`config.mk`:
```
export PLATFORM = sky130hd
export DESIGN_NAME = emitter_spawn_rate_table_core_flat
export DESIGN_NICKNAME = d
export VERILOG_FILES = /design/src/design/esrt_pkg.sv /design/src/design/esrt_channel_if.sv /design/src/design/esrt_ram.sv /design/src/design/esrt_ctrl.sv /design/src/design/esrt_dp.sv /design/src/design/emitter_spawn_rate_table_core.sv /design/src/flat_wrapper.sv
export VERILOG_INCLUDE_DIRS = /design/src /design/src/design
export SDC_FILE = /design/constraint.sdc
export NUM_CORES = 2
export LEC_CHECK = 0
export ABC_CLOCK_PERIOD_IN_PS = 8200
export BUFFER_PORTS_ARGS = -buffer_cell sky130_fd_sc_hd__buf_2
export CORE_UTILIZATION = 55
export CTS_CLUSTER_DIAMETER = 80
export DETAILED_ROUTE_END_ITERATION = 10
export GPL_TIMING_DRIVEN = 0
export PLACE_DENSITY = 0.75
export SYNTH_ARGS = -nofsm -noshare
export SYNTH_HDL_FRONTEND = slang
export SYNTH_SLANG_ARGS = --single-unit
```
`constraint.sdc`:
```
create_clock -name clk -period 8.2 [get_ports clk]
set_input_delay 1.64 -clock clk [delete_from_list [all_inputs] [get_ports clk]]
set_output_delay 1.64 -clock clk [all_outputs]
set_load 0.01 [all_outputs]
```
`src/design/emitter_spawn_rate_table_core_defines.svh`:
```
// Assertion macros shared by the emitter spawn rate table design.
// Each macro clocks on clk and is disabled while arst_n is low.
`ifndef EMITTER_SPAWN_RATE_TABLE_CORE_DEFINES_SVH
`define EMITTER_SPAWN_RATE_TABLE_CORE_DEFINES_SVH

`ifndef SYNTH

// The property must hold at every clock edge outside reset.
`define ESRT_ASSERT(lbl, prop, msg) \
	lbl: assert property (@(posedge clk) disable iff (!arst_n) (prop)) else $error(msg);

// The condition must never be true at a clock edge outside reset.
`define ESRT_ASSERT_NEVER(lbl, cond, msg) \
	lbl: assert property (@(posedge clk) disable iff (!arst_n) !(cond)) else $error(msg);

`else

`define ESRT_ASSERT(lbl, prop, msg)
`define ESRT_ASSERT_NEVER(lbl, cond, msg)

`endif

`endif

```
`src/design/esrt_pkg.sv`:
```
package esrt_pkg;

	localparam int SLOT_W = 6;
	localparam int RATE_W = 24;
	localparam int ACC_W  = 32;
	localparam int ID_W   = 32;
	localparam int DT_W   = 16;
	localparam int CNT_W  = 24;
	localparam int PROD_W = 40;
	localparam int FRAC_W = 8;
	localparam int ACT_W  = 7;

	typedef enum logic [2:0] {
		OP_CREATE     = 3'd0,
		OP_DESTROY    = 3'd1,
		OP_SET_RATE   = 3'd2,
		OP_SET_ENABLE = 3'd3,
		OP_BURST      = 3'd4,
		OP_TICK       = 3'd5
	} opcode_t;

	typedef enum logic [1:0] {
		ST_OK   = 2'd0,
		ST_FULL = 2'd1,
		ST_BAD  = 2'd2
	} status_t;

	typedef enum logic [2:0] {
		S_IDLE,
		S_DECODE,
		S_SCAN,
		S_SREAD,
		S_SEXEC,
		S_TREAD,
		S_TMUL,
		S_TEMIT
	} state_t;

	// What the datapath does with the current slot in this cycle.
	typedef enum logic [2:0] {
		ACT_NONE,
		ACT_CREATE,
		ACT_FULL,
		ACT_BAD,
		ACT_SINGLE,
		ACT_TICK
	} action_t;

	typedef struct packed {
		logic    ld_item;
		logic    addr_cnt;
		logic    cnt_inc;
		action_t act;
	} dp_cmd_t;

	typedef struct packed {
		logic    out_free;
		opcode_t op;
		logic    slot_ok;
		logic    cur_active;
		logic    cnt_last;
	} dp_stat_t;

	typedef struct packed {
		opcode_t             opcode;
		logic [SLOT_W-1:0]   slot;
		logic [RATE_W-1:0]   rate;
		logic                enable;
		logic [CNT_W-1:0]    burst_count;
		logic [DT_W-1:0]     delta_time;
	} item_t;

endpackage

```
`src/design/esrt_channel_if.sv`:
```
interface esrt_req_if;
	import esrt_pkg::*;

	logic                valid;
	logic                ready;
	logic [2:0]          opcode;
	logic [SLOT_W-1:0]   slot;
	logic [RATE_W-1:0]   rate;
	logic                enable;
	logic [CNT_W-1:0]    burst_count;
	logic [DT_W-1:0]     delta_time;

	modport source (
		output valid, opcode, slot, rate, enable, burst_count, delta_time,
		input  ready
	);
	modport sink (
		input  valid, opcode, slot, rate, enable, burst_count, delta_time,
		output ready
	);
endinterface

interface esrt_rsp_if;
	import esrt_pkg::*;

	logic                valid;
	logic                ready;
	logic [1:0]          status;
	logic [SLOT_W-1:0]   result_slot;
	logic [ID_W-1:0]     emitter_id;
	logic [CNT_W-1:0]    spawn_count;
	logic [ACC_W-1:0]    running_total;
	logic [ACT_W-1:0]    active_emitters;
	logic                last;

	modport source (
		output valid, status, result_slot, emitter_id, spawn_count, running_total,
		       active_emitters, last,
		input  ready
	);
	modport sink (
		input  valid, status, result_slot, emitter_id, spawn_count, running_total,
		       active_emitters, last,
		output ready
	);
endinterface

```
`src/design/esrt_ram.sv`:
```
module esrt_ram #(
	parameter int WIDTH = 32,
	parameter int DEPTH = 16,
	localparam int AW = (DEPTH > 1) ? $clog2(DEPTH) : 1
) (
	input  logic             clk,
	input  logic             we,
	input  logic [AW-1:0]    addr,
	input  logic [WIDTH-1:0] wdata,
	output logic [WIDTH-1:0] rdata
);
	logic [WIDTH-1:0] mem_q [DEPTH];
	logic [WIDTH-1:0] rdata_q;

	always_ff @(posedge clk) begin
		if (we) begin
			mem_q[addr] <= wdata;
		end
		rdata_q <= mem_q[addr];
	end

	assign rdata = rdata_q;
endmodule

```
`src/design/esrt_ctrl.sv`:
```
module esrt_ctrl (
	input  logic               clk,
	input  logic               arst_n,
	input  logic               req_valid,
	output logic               req_ready,
	input  esrt_pkg::dp_stat_t stat,
	output esrt_pkg::dp_cmd_t  cmd
);
	import esrt_pkg::*;

	state_t state_q, state_d;
	logic   single_op;

	assign single_op = (stat.op == OP_DESTROY) || (stat.op == OP_SET_RATE) ||
	                   (stat.op == OP_SET_ENABLE) || (stat.op == OP_BURST);

	always_ff @(posedge clk or negedge arst_n) begin
		if (!arst_n) begin
			state_q <= S_IDLE;
		end else begin
			state_q <= state_d;
		end
	end

	always_comb begin
		state_d = state_q;
		case (state_q)
			S_IDLE: begin
				if (req_valid) state_d = S_DECODE;
			end
			S_DECODE: begin
				if (stat.op == OP_CREATE) begin
					state_d = S_SCAN;
				end else if (stat.op == OP_TICK) begin
					state_d = S_TREAD;
				end else if (single_op) begin
					if (stat.slot_ok) state_d = S_SREAD;
					else if (stat.out_free) state_d = S_IDLE;
				end else begin
					state_d = S_IDLE;
				end
			end
			S_SCAN: begin
				if ((!stat.cur_active || stat.cnt_last) && stat.out_free) state_d = S_IDLE;
			end
			S_SREAD: state_d = S_SEXEC;
			S_SEXEC: begin
				if (stat.out_free) state_d = S_IDLE;
			end
			S_TREAD: state_d = S_TMUL;
			S_TMUL:  state_d = S_TEMIT;
			S_TEMIT: begin
				if (stat.out_free) state_d = stat.cnt_last ? S_IDLE : S_TREAD;
			end
			default: state_d = S_IDLE;
		endcase
	end

	always_comb begin
		req_ready    = 1'b0;
		cmd.ld_item  = 1'b0;
		cmd.addr_cnt = 1'b1;
		cmd.cnt_inc  = 1'b0;
		cmd.act      = ACT_NONE;
		case (state_q)
			S_IDLE: begin
				req_ready   = 1'b1;
				cmd.ld_item = req_valid;
			end
			S_DECODE: begin
				if (single_op && !stat.slot_ok && stat.out_free) cmd.act = ACT_BAD;
			end
			S_SCAN: begin
				if (!stat.cur_active) begin
					if (stat.out_free) cmd.act = ACT_CREATE;
				end else if (stat.cnt_last) begin
					if (stat.out_free) cmd.act = ACT_FULL;
				end else begin
					cmd.cnt_inc = 1'b1;
				end
			end
			S_SREAD: cmd.addr_cnt = 1'b0;
			S_SEXEC: begin
				cmd.addr_cnt = 1'b0;
				if (stat.out_free) cmd.act = ACT_SINGLE;
			end
			S_TREAD, S_TMUL: begin
				cmd.act = ACT_NONE;
			end
			S_TEMIT: begin
				if (stat.out_free) begin
					cmd.act     = ACT_TICK;
					cmd.cnt_inc = !stat.cnt_last;
				end
			end
			default: begin
				cmd.act = ACT_NONE;
			end
		endcase
	end
endmodule

```
`src/design/esrt_dp.sv`:
```
`include "emitter_spawn_rate_table_core_defines.svh"

module esrt_dp #(
	parameter int MAX_EMITTERS = 16
) (
	input  logic               clk,
	input  logic               arst_n,
	input  esrt_pkg::dp_cmd_t  cmd,
	output esrt_pkg::dp_stat_t stat,
	input  esrt_pkg::item_t    item,
	esrt_rsp_if.source         rsp
);
	import esrt_pkg::*;

	localparam int IW = (MAX_EMITTERS > 1) ? $clog2(MAX_EMITTERS) : 1;
	localparam logic [ACT_W-1:0] SLOT_LIMIT = ACT_W'(MAX_EMITTERS);
	localparam logic [IW-1:0]    LAST_IDX   = IW'(MAX_EMITTERS - 1);

	item_t                   item_q;
	logic [IW-1:0]           cnt_q;
	logic [MAX_EMITTERS-1:0] active_q;
	logic [MAX_EMITTERS-1:0] enabled_q;
	logic [ID_W-1:0]         next_id_q;
	logic [ACT_W-1:0]        active_total_q;
	logic [ACC_W-1:0]        total_q;
	logic [PROD_W-1:0]       prod_q;

	logic [IW-1:0]     slot_idx;
	logic [IW-1:0]     addr;
	logic [RATE_W-1:0] rd_rate;
	logic [ACC_W-1:0]  rd_acc;
	logic [ID_W-1:0]   rd_id;
	logic              rate_we, acc_we, id_we;
	logic [ACC_W-1:0]  acc_wd;

	logic [ACC_W:0]    acc_sum, burst_sum, tot_sum;
	logic [ACC_W-1:0]  acc_sat, burst_sat, tot_sat;
	logic              tick_go;
	logic [CNT_W-1:0]  tick_cnt;
	logic [ACT_W-1:0]  total_next;
	logic              out_free;

	status_t           o_status;
	logic [SLOT_W-1:0] o_slot;
	logic [ID_W-1:0]   o_id;
	logic [CNT_W-1:0]  o_count;
	logic [ACC_W-1:0]  o_total;

	logic              rsp_valid_q;
	status_t           rsp_status_q;
	logic [SLOT_W-1:0] rsp_slot_q;
	logic [ID_W-1:0]   rsp_id_q;
	logic [CNT_W-1:0]  rsp_count_q;
	logic [ACC_W-1:0]  rsp_total_q;
	logic [ACT_W-1:0]  rsp_active_q;
	logic              rsp_last_q;

	assign slot_idx = item_q.slot[IW-1:0];
	assign addr     = cmd.addr_cnt ? cnt_q : slot_idx;
	assign out_free = !rsp_valid_q || rsp.ready;

	assign stat.out_free   = out_free;
	assign stat.op         = item_q.opcode;
	assign stat.slot_ok    = ({1'b0, item_q.slot} < SLOT_LIMIT) && active_q[slot_idx];
	assign stat.cur_active = active_q[cnt_q];
	assign stat.cnt_last   = (cnt_q == LAST_IDX);

	esrt_ram #(.WIDTH(RATE_W), .DEPTH(MAX_EMITTERS)) u_rate_ram (
		.clk(clk), .we(rate_we), .addr(addr), .wdata(item_q.rate), .rdata(rd_rate)
	);
	esrt_ram #(.WIDTH(ACC_W), .DEPTH(MAX_EMITTERS)) u_acc_ram (
		.clk(clk), .we(acc_we), .addr(addr), .wdata(acc_wd), .rdata(rd_acc)
	);
	esrt_ram #(.WIDTH(ID_W), .DEPTH(MAX_EMITTERS)) u_id_ram (
		.clk(clk), .we(id_we), .addr(addr), .wdata(next_id_q), .rdata(rd_id)
	);

	// Rate times frame time, registered before the accumulator add.
	always_ff @(posedge clk) begin
		prod_q <= rd_rate * item_q.delta_time;
	end

	always_comb begin
		tick_go   = active_q[cnt_q] && enabled_q[cnt_q];
		acc_sum   = {1'b0, rd_acc} + (ACC_W + 1)'(prod_q[PROD_W-1:16]);
		acc_sat   = acc_sum[ACC_W] ? '1 : acc_sum[ACC_W-1:0];
		tick_cnt  = tick_go ? acc_sat[ACC_W-1:FRAC_W] : '0;
		burst_sum = {1'b0, rd_acc} + (ACC_W + 1)'({item_q.burst_count, {FRAC_W{1'b0}}});
		burst_sat = burst_sum[ACC_W] ? '1 : burst_sum[ACC_W-1:0];
		tot_sum   = {1'b0, total_q} + (ACC_W + 1)'(tick_cnt);
		tot_sat   = tot_sum[ACC_W] ? '1 : tot_sum[ACC_W-1:0];
	end

	always_comb begin
		rate_we = 1'b0;
		acc_we  = 1'b0;
		id_we   = 1'b0;
		acc_wd  = '0;
		case (cmd.act)
			ACT_CREATE: begin
				rate_we = 1'b1;
				acc_we  = 1'b1;
				id_we   = 1'b1;
			end
			ACT_SINGLE: begin
				rate_we = (item_q.opcode == OP_SET_RATE);
				acc_we  = (item_q.opcode == OP_BURST);
				acc_wd  = burst_sat;
			end
			ACT_TICK: begin
				acc_we = tick_go;
				acc_wd = {{(ACC_W - FRAC_W){1'b0}}, acc_sat[FRAC_W-1:0]};
			end
			default: begin
				acc_we = 1'b0;
			end
		endcase
	end

	always_comb begin
		total_next = active_total_q;
		if (cmd.act == ACT_CREATE) begin
			total_next = active_total_q + 1'b1;
		end else if (cmd.act == ACT_SINGLE && item_q.opcode == OP_DESTROY) begin
			total_next = active_total_q - 1'b1;
		end
	end

	always_comb begin
		o_status = ST_OK;
		o_slot   = SLOT_W'(cnt_q);
		o_id     = '0;
		o_count  = '0;
		o_total  = '0;
		case (cmd.act)
			ACT_CREATE: o_id = next_id_q;
			ACT_FULL: begin
				o_status = ST_FULL;
				o_slot   = '0;
			end
			ACT_BAD: begin
				o_status = ST_BAD;
				o_slot   = item_q.slot;
			end
			ACT_SINGLE: begin
				o_slot = item_q.slot;
				o_id   = rd_id;
			end
			ACT_TICK: begin
				o_id    = active_q[cnt_q] ? rd_id : '0;
				o_count = tick_cnt;
				o_total = tot_sat;
			end
			default: begin
				o_status = ST_OK;
			end
		endcase
	end

	always_ff @(posedge clk) begin
		if (cmd.ld_item) begin
			item_q <= item;
		end
		if (cmd.ld_item) begin
			total_q <= '0;
		end else if (cmd.act == ACT_TICK) begin
			total_q <= tot_sat;
		end
		if (cmd.act != ACT_NONE) begin
			rsp_status_q <= o_status;
			rsp_slot_q   <= o_slot;
			rsp_id_q     <= o_id;
			rsp_count_q  <= o_count;
			rsp_total_q  <= o_total;
			rsp_active_q <= total_next;
			rsp_last_q   <= (cmd.act != ACT_TICK) || (cnt_q == LAST_IDX);
		end
	end

	always_ff @(posedge clk or negedge arst_n) begin
		if (!arst_n) begin
			cnt_q          <= '0;
			active_q       <= '0;
			enabled_q      <= '0;
			next_id_q      <= '0;
			active_total_q <= '0;
			rsp_valid_q    <= 1'b0;
		end else begin
			if (cmd.ld_item) begin
				cnt_q <= '0;
			end else if (cmd.cnt_inc) begin
				cnt_q <= cnt_q + 1'b1;
			end
			active_total_q <= total_next;
			if (cmd.act == ACT_CREATE) begin
				active_q[cnt_q]  <= 1'b1;
				enabled_q[cnt_q] <= 1'b1;
				next_id_q        <= next_id_q + 1'b1;
			end else if (cmd.act == ACT_SINGLE) begin
				if (item_q.opcode == OP_DESTROY) begin
					active_q[slot_idx]  <= 1'b0;
					enabled_q[slot_idx] <= 1'b0;
				end else if (item_q.opcode == OP_SET_ENABLE) begin
					enabled_q[slot_idx] <= item_q.enable;
				end
			end
			if (cmd.act != ACT_NONE) begin
				rsp_valid_q <= 1'b1;
			end else if (rsp.ready) begin
				rsp_valid_q <= 1'b0;
			end
		end
	end

	assign rsp.valid           = rsp_valid_q;
	assign rsp.status          = rsp_status_q;
	assign rsp.result_slot     = rsp_slot_q;
	assign rsp.emitter_id      = rsp_id_q;
	assign rsp.spawn_count     = rsp_count_q;
	assign rsp.running_total   = rsp_total_q;
	assign rsp.active_emitters = rsp_active_q;
	assign rsp.last            = rsp_last_q;

	// The active counter must track the active flags exactly.
	`ESRT_ASSERT(a_total_matches_flags, $countones(active_q) == 32'(active_total_q), "count drift")
	`ESRT_ASSERT(a_total_in_range, active_total_q <= SLOT_LIMIT, "active count above slot count")
	// A slot can only be enabled while it is active.
	`ESRT_ASSERT_NEVER(a_enabled_not_active, (enabled_q & ~active_q) != '0, "enabled idle slot")
	// A result is only produced when the output register can take it.
	`ESRT_ASSERT_NEVER(a_emit_when_full, (cmd.act != ACT_NONE) && !out_free, "result overrun")
endmodule

```
`src/design/emitter_spawn_rate_table_core.sv`:
```
// Emitter spawn rate table. Commands arrive on the req channel and results leave
// on the rsp channel; both are valid/ready channels and a transaction moves on a
// rising edge where valid and ready are both high. One command is worked at a time:
// req.ready is high only while the controller is idle, and a waiting result in the
// output register does not hold off the next command.
// Create scans the active flags one slot per cycle and takes the first free slot.
// Destroy, set rate, set enable and burst step through decode, memory read and
// execute; an invalid slot is answered from the decode step. A tick walks every
// slot to read the slot memories, multiply, then accumulate and emit, and produces
// one result per slot with last set on the final one. Opcodes 6 and 7 produce nothing.
// The per-slot steps come from the registered read of the slot memories and the
// register after the rate multiplier.
// When the receiver stalls, the result holds in the output register and the
// controller waits in the step that would emit the next result until the output
// register is free.
// Reset clears the active and enabled flags, the id counter and the active count;
// the slot memories need no clearing, since data of slots never created is unused.
module emitter_spawn_rate_table_core #(
	parameter int MAX_EMITTERS = 16
) (
	input  logic       clk,
	input  logic       arst_n,
	esrt_req_if.sink   req,
	esrt_rsp_if.source rsp
);
	import esrt_pkg::*;

	dp_cmd_t  cmd;
	dp_stat_t stat;
	item_t    item;
	logic     req_ready;

	// The command payload is bundled once so the datapath can capture it in one step.
	always_comb begin
		item.opcode      = opcode_t'(req.opcode);
		item.slot        = req.slot;
		item.rate        = req.rate;
		item.enable      = req.enable;
		item.burst_count = req.burst_count;
		item.delta_time  = req.delta_time;
	end

	assign req.ready = req_ready;

	// The controller sequences the scan, the single-slot commands and the tick walk.
	esrt_ctrl u_ctrl (
		.clk       (clk),
		.arst_n    (arst_n),
		.req_valid (req.valid),
		.req_ready (req_ready),
		.stat      (stat),
		.cmd       (cmd)
	);

	// The datapath holds the slot flags, the slot memories, the multiplier and the
	// output register that drives the rsp channel.
	esrt_dp #(.MAX_EMITTERS(MAX_EMITTERS)) u_dp (
		.clk    (clk),
		.arst_n (arst_n),
		.cmd    (cmd),
		.stat   (stat),
		.item   (item),
		.rsp    (rsp)
	);
endmodule
```
`src/flat_wrapper.sv`:
```
// flat-port wrapper written by rule: the top's interface ports become plain ports
module emitter_spawn_rate_table_core_flat import esrt_pkg::*;
#(
	parameter int MAX_EMITTERS = 16
)
  (clk, arst_n, req_valid, req_opcode, req_slot, req_rate, req_enable, req_burst_count, req_delta_time, req_ready, rsp_valid, rsp_status, rsp_result_slot, rsp_emitter_id, rsp_spawn_count, rsp_running_total, rsp_active_emitters, rsp_last, rsp_ready);
  esrt_req_if req_i ();
  esrt_rsp_if rsp_i ();
  input  logic clk;
  input  logic arst_n;
  input wire logic [$bits(req_i.valid)-1:0] req_valid;
  input wire logic [$bits(req_i.opcode)-1:0] req_opcode;
  input wire logic [$bits(req_i.slot)-1:0] req_slot;
  input wire logic [$bits(req_i.rate)-1:0] req_rate;
  input wire logic [$bits(req_i.enable)-1:0] req_enable;
  input wire logic [$bits(req_i.burst_count)-1:0] req_burst_count;
  input wire logic [$bits(req_i.delta_time)-1:0] req_delta_time;
  output wire logic [$bits(req_i.ready)-1:0] req_ready;
  output wire logic [$bits(rsp_i.valid)-1:0] rsp_valid;
  output wire logic [$bits(rsp_i.status)-1:0] rsp_status;
  output wire logic [$bits(rsp_i.result_slot)-1:0] rsp_result_slot;
  output wire logic [$bits(rsp_i.emitter_id)-1:0] rsp_emitter_id;
  output wire logic [$bits(rsp_i.spawn_count)-1:0] rsp_spawn_count;
  output wire logic [$bits(rsp_i.running_total)-1:0] rsp_running_total;
  output wire logic [$bits(rsp_i.active_emitters)-1:0] rsp_active_emitters;
  output wire logic [$bits(rsp_i.last)-1:0] rsp_last;
  input wire logic [$bits(rsp_i.ready)-1:0] rsp_ready;
  assign req_i.valid = req_valid;
  assign req_i.opcode = req_opcode;
  assign req_i.slot = req_slot;
  assign req_i.rate = req_rate;
  assign req_i.enable = req_enable;
  assign req_i.burst_count = req_burst_count;
  assign req_i.delta_time = req_delta_time;
  assign req_ready = req_i.ready;
  assign rsp_valid = rsp_i.valid;
  assign rsp_status = rsp_i.status;
  assign rsp_result_slot = rsp_i.result_slot;
  assign rsp_emitter_id = rsp_i.emitter_id;
  assign rsp_spawn_count = rsp_i.spawn_count;
  assign rsp_running_total = rsp_i.running_total;
  assign rsp_active_emitters = rsp_i.active_emitters;
  assign rsp_last = rsp_i.last;
  assign rsp_i.ready = rsp_ready;
  emitter_spawn_rate_table_core #(.MAX_EMITTERS(MAX_EMITTERS)) u_core (.clk(clk), .arst_n(arst_n), .req(req_i), .rsp(rsp_i));
endmodule
```
# Yosys cells after proc, flatten, opt, wreduce, memory -nomap -nowiden
# Memory sizes are Yosys's and may differ from the RTL's. A register that Yosys moved wholly into a read port is not among the register bits.
# Cells that the tools add are included.
# classes
n_shift	0
multipliers	1
muxes	66
n_lt_le_gt_ge	5
n_bitwise	5
n_reduce_logical	31
n_div	0
eq_ne	22
add_sub_neg	7
# op_table
operator	n
$mux 32	4
$mux 16	7
$pmux 32 s3	1
$add 32x24->33	2
$pmux 32 s2	1
$mul 24x16->40	1
$mux 3	12
$add 32x32->33	1
$add 32x1->32 const B	1
$and 16x16->16	2
$or 16x16->16	2
$eq 3x3->1 const B	8
$mux 24	1
$pmux 3 s8	1
$mux 1	19
$eq 3x2->1 const B	6
$bwmux 16	1
$mux 4	4
$not 16->16	1
$mux 7	2
$bmux 1 s4	3
$pmux 3 s4	1
$pmux 6 s2	1
$lt 4x5->1 const B	2
23 further kinds	53
# word_totals
reg_bits	329
wordCells	162
inputBits	78
latch_bits	0
mem_bits_rw	1408
rom_bits	0
mem_count	3
# mem_list
name	depth	width	read_ports	rd_clocked_by_memory_dff	wr	line_no	source
u_core.u_dp.u_acc_ram.mem_q	16	32	1	1	1	esrt_ram.sv:12	logic [WIDTH-1:0] mem_q [DEPTH];
u_core.u_dp.u_id_ram.mem_q	16	32	1	1	1	esrt_ram.sv:12	
u_core.u_dp.u_rate_ram.mem_q	16	24	1	1	1	esrt_ram.sv:12	

# Logic depth before layout (Yosys ltp)
# depth
word_depth	12
ltp_mapped	24
depth_no_buf	22

# Hierarchy
# Synthesis repeated with hierarchy kept, for this count alone.
# hier_totals
hier_cells	5212
area_unflattened_um2	82838.2
# modules_own_cells
module	cells_per_inst	instances	area_each_um2
esrt_ram (u_core.u_dp.u_acc_ram ...)	840	2	19862.8
esrt_dp	2840	1	27787.9
esrt_ram (u_core.u_dp.u_rate_ram)	637	1	14955.6
esrt_ctrl	55	1	369.1

# Worst setup path after synthesis
# Ideal clock, no wire load.
# synth_timing
path_kind	flip-flop to flip-flop
start	register u_core.u_dp.u_rate_ram.rdata_q[21], in the netlist u_core.u_dp.u_rate_ram.rdata[21], read port of u_core.u_dp.u_rate_ram.mem_q
end	register u_core.u_dp.prod_q[38]
setup_ns	0.072
setup_slack_ns	2.370
t_arrival_ns	5.758
path_stages_with_launch	23
cell_sequence	dfxtp_1 > clkbuf_1 > nand2_1 > fa_1 > inv_1 > fa_1 > inv_1 > fa_1 > inv_1 > fa_1 > fa_1 > inv_1 > fa_1 > inv_1 > ha_1 > a21o_1 > a31oi_1 > nor3_1 > o31ai_1 > a41oi_1 > a21bo_2 > a221oi_1 > xnor2_1
# synth_between
elab_chain_len	1
# synth_lines
element	line_no	source
start: declaration	esrt_ram.sv:13	logic [WIDTH-1:0] rdata_q;
$mul 24x16->40	esrt_dp.sv:80	prod_q <= rd_rate * item_q.delta_time;
end signal: assignment	esrt_dp.sv:80	
end: declaration	esrt_dp.sv:26	logic [PROD_W-1:0] prod_q;
# No other way between the ends.
# A chain may end at the register's enable or synchronous reset.

# Worst setup path in the final report
# layout_timing
start	register u_core.u_dp.u_rate_ram.rdata_q[11], in the netlist u_core.u_dp.u_rate_ram.rdata[11], read port of u_core.u_dp.u_rate_ram.mem_q
end	register u_core.u_dp.prod_q[37]
# The elaborated chain is that of the path after synthesis.

==> results.yml <==
clock_tree:
  cts-root-buf: "clkbuf_16"
  cts_max_level: 4
  cts_buffers: 181
  cts_resized: 0
  clkSinkCount: 1809
  path_clk_slew_ns: 0.06
  hold_buffers: 0
  cts_setup_buffers: 0
  clock_latency_ns: 0.85
  cts.path.max_buffers: 3
  cts_tree: "yes"
layout:
  stdcell_count: 9527
  mostFrequentLayoutCell: "edfxtp_1"
  area_delta_synth_final_pct: 12.8
  seq_area_sq_um: 52500
  multi_input_area_sq_um: 30500
  fin_nets: 7894
  drive_above_1_share_pct: 8.79
  fillCellCount: 11300
  layout_common_cells: "1586 x edfxtp_1, 1088 x nand2_1, 458 x a211oi_1, 407 x clkbuf_1, 398 x inv_1"
sta:
  max_slew_margin_pct: -1.39
  finalHoldViolations: 0
  final.setup.tns_ns: 0
  fin_crit_sh_pct: 89.0
  setup_viol: 0
  finalClockSkew_ns: 0.0436
  whs_ns: 0.458
  rsz0062_at_grt: "no"
  timing.fmax_mhz: 137
  tightest_slew_ns: 1.52
  fin_crit_ns: 7.29
  slew_viol_final: 38
  worst_slack_ns: 0.905
synthesis:
  async_flop_share_pct: 4.37
  synth-main-ff-cell: "edfxtp_1"
  synth-edff-count: 1586
  syn_nets: 7474
  synth_seq_cells: 1809
  synth.cell_area_sq_um: 85800
  synth_cells: 6900
  yosys_warnings: 0
  synth_seq_area_share_pct: 61.2
  syn_area_per_cell_sq_um: 12.4
  netlist-cell-type-count: 83
outcome:
  status: "finished with violations"
  failed_checks: "design-rule violations, max-capacitance violations, max-slew violations"
routing:
  viasPerCell: 6.17
  vias: 58700
  detail_route.iter0.violations: 7105
  drc: 30
  wl_per_cell_microns: 25.3
  postRouteAntennaNets: 0
  drtPass1Iterations: 9
  drt-total-wl_mm: 241
place:
  place_inst: 9172
  dp_slack_ns: 1.10
  place_congestion: 0.926
  portBuffers: 183
  hpwl_mm: 168
grt:
  grt_overflow: 0
  antenna_found_initial: 10
  globalRoute.busiestLayer: "met2"
  grt_max_degree: 61
  grt_pass1_wl_mm: 359
  met3_usage_pct: 6.95
  grt_pass1_vias: 58300
  globalRouteMet2Util_pct: 47.3
  grt_use_total_pct: 30.5
  grt.met1_usage_pct: 41.5
critical_path:
  critPathMaxFanout: 10
  path_cells: "clkbuf_1 -> nand2_1 -> fa_1 -> fa_1 -> fa_1 -> inv_1 -> fa_1 -> fa_1 -> inv_1 -> fa_1 -> inv_1 -> ha_1 -> nand2_1 -> a211oi_1 -> a22oi_1 -> or2_2 -> a41oi_1 -> a211oi_1 -> o21bai_1 -> xor2_1"
  cp-start-kind: "register"
  crit_family: "adder cells"
  worstSetupEndpointType: "register"
  worst_ep_required_time_ns: 8.92
  crit_path_frequent_cell: "fa_1"
  crit_buf_inv: 4
  cpPeakStageDelay_ns: 0.82
  critical_path_class: "reg2reg"
  slowest_stage: "a22oi_1"
  cp_data_arrival_time_ns: 8.02
job:
  drv_cap: 4
floorplanning:
  die_y_microns: 397
  initial_core_util_pct: 55.6
  pin_count: 184
  core_area_sq_um: 154000
  die_area_sq_um: 158000
  row_count: 144
  dieWidth_microns: 397
worst_hold_path:
  hold_class: "reg2reg"
[cell families (layout without fill, tap and decap cells)]
logic type / after synthesis / in the layout / synth area share (%)
AOI/OAI and AO/OA: 1529 / 1529 / 12.1
adders and majority gates: 497 / 497 / 9.94
and+or+nand+nor: 2086 / 2086 / 11.3
buffers and inverters: 828 / 1406 / 3.70
muxes: 25 / 25 / 0.508
xor gates and xnor gates: 126 / 126 / 1.30
other: 0 / 5 / 0
DFF: 1809 / 1809 / 61.2
[flip-flops by register name, indices dropped and copies added (netlist names), 24 cells and up]
register / count
u_core.u_dp.item_q: 71
u_core.u_dp.next_id_q: 32
u_core.u_dp.prod_q: 24
u_core.u_dp.rsp.emitter_id: 32
u_core.u_dp.rsp.running_total: 32
u_core.u_dp.rsp.spawn_count: 24
u_core.u_dp.total_q: 32
u_core.u_dp.u_acc_ram.mem_q: 512
u_core.u_dp.u_acc_ram.rdata: 32
u_core.u_dp.u_id_ram.mem_q: 512
u_core.u_dp.u_id_ram.rdata: 32
u_core.u_dp.u_rate_ram.mem_q: 384
u_core.u_dp.u_rate_ram.rdata: 24
[area by class of cell]
| class | count | share of cell area [%] |
|---|---|---|
| antenna | 5 | 0.0129 |
| buffer | 430 | 1.75 |
| clock buffer | 244 | 5.18 |
| clock inverter | 97 | 1.17 |
| inverter | 398 | 1.54 |
| multi-input combinational | 4263 | 31.5 |
| sequential | 1809 | 54.2 |
| tap | 2044 | 2.64 |
| timing repair buffer | 237 | 1.94 |
[synthesized netlist by cell type, drive strengths merged (10+ instances only)]
library cell	n	area share, %
a211oi	458	4.0
and3	24	0.18
buf	55	0.32
a21oi	378	2.2
nor2	234	1.0
inv	398	1.7
a22o	31	0.32
fa	308	7.2
and2	519	3.8
or2	11	0.080
xor2	49	0.51
nor3	53	0.31
nor2b	14	0.10
o31ai	10	0.088
nand4	24	0.18
o21a	12	0.11
xnor2	77	0.79
nand2	1089	4.8
mux4	14	0.37
o22ai	24	0.19
ha	188	2.7
nand3	58	0.34
dfxtp	144	3.4
o211ai	12	0.11
a311oi	182	1.9
edfxtp	1586	56
o21bai	15	0.13
dfrtp	79	2.3
a21o	44	0.39
clkbuf	375	1.6
nand2b	25	0.18
o21ai	103	0.60
a31oi	206	1.5
[worst paths after layout]
path | start | endpoint | slack, ns | depth (start not counted)
max | u_core.u_dp.u_rate_ram.rdata[11]$_DFF_P_ | u_core.u_dp.prod_q[37]$_DFF_P_ | 0.91 | 20
min | u_core.u_dp.active_total_q[6]$_DFF_PN0_ | u_core.u_dp.active_total_q[6]$_DFF_PN0_ | 0.46 | 1
max reg2reg | u_core.u_dp.u_rate_ram.rdata[11]$_DFF_P_ | u_core.u_dp.prod_q[37]$_DFF_P_ | 0.91 | 20
min reg2reg | u_core.u_dp.active_total_q[6]$_DFF_PN0_ | u_core.u_dp.active_total_q[6]$_DFF_PN0_ | 0.46 | 1
max in group asynchronous | arst_n | u_core.u_dp.next_id_q[11]$_DFFE_PN0P_ | 6.75 | 2
min in group asynchronous | arst_n | u_core.u_dp.active_q[7]$_DFFE_PN0P_ | 0.75 | 1
[layer usage]
layer	vias to the layer above	wire, microns
met1	29000	94300
met4	6	10500
met2	3290	110000
met3	527	25700
met5	-	39
li1	25900	-
[worst reg2reg max path: stages (launching register included)]
cell and delay (ns):
dfxtp_1 0.61, clkbuf_1 0.55, nand2_1 0.17, fa_1 0.53, fa_1 0.53, fa_1 0.53, inv_1 0.06, fa_1 0.49
fa_1 0.50, inv_1 0.06, fa_1 0.48, inv_1 0.04, ha_1 0.32, nand2_1 0.09, a211oi_1 0.04, a22oi_1 0.82
or2_2 0.30, a41oi_1 0.25, a211oi_1 0.47, o21bai_1 0.13, xor2_1 0.23
[metrics by stage]
| stage | instance area, sq um | util [%] |
|---|---|---|
| floorplan | 85800 | - |
| global placement | 89300 | 57.8 |
| detailed placement | 90500 | 58.6 |
| CTS | 96700 | 62.6 |
| global route | 96800 | 62.7 |
| finish | 96800 | 62.7 |
Power is not shown: default switching activity piles up to over one toggle a cycle in this logic, so the estimate is an artifact.
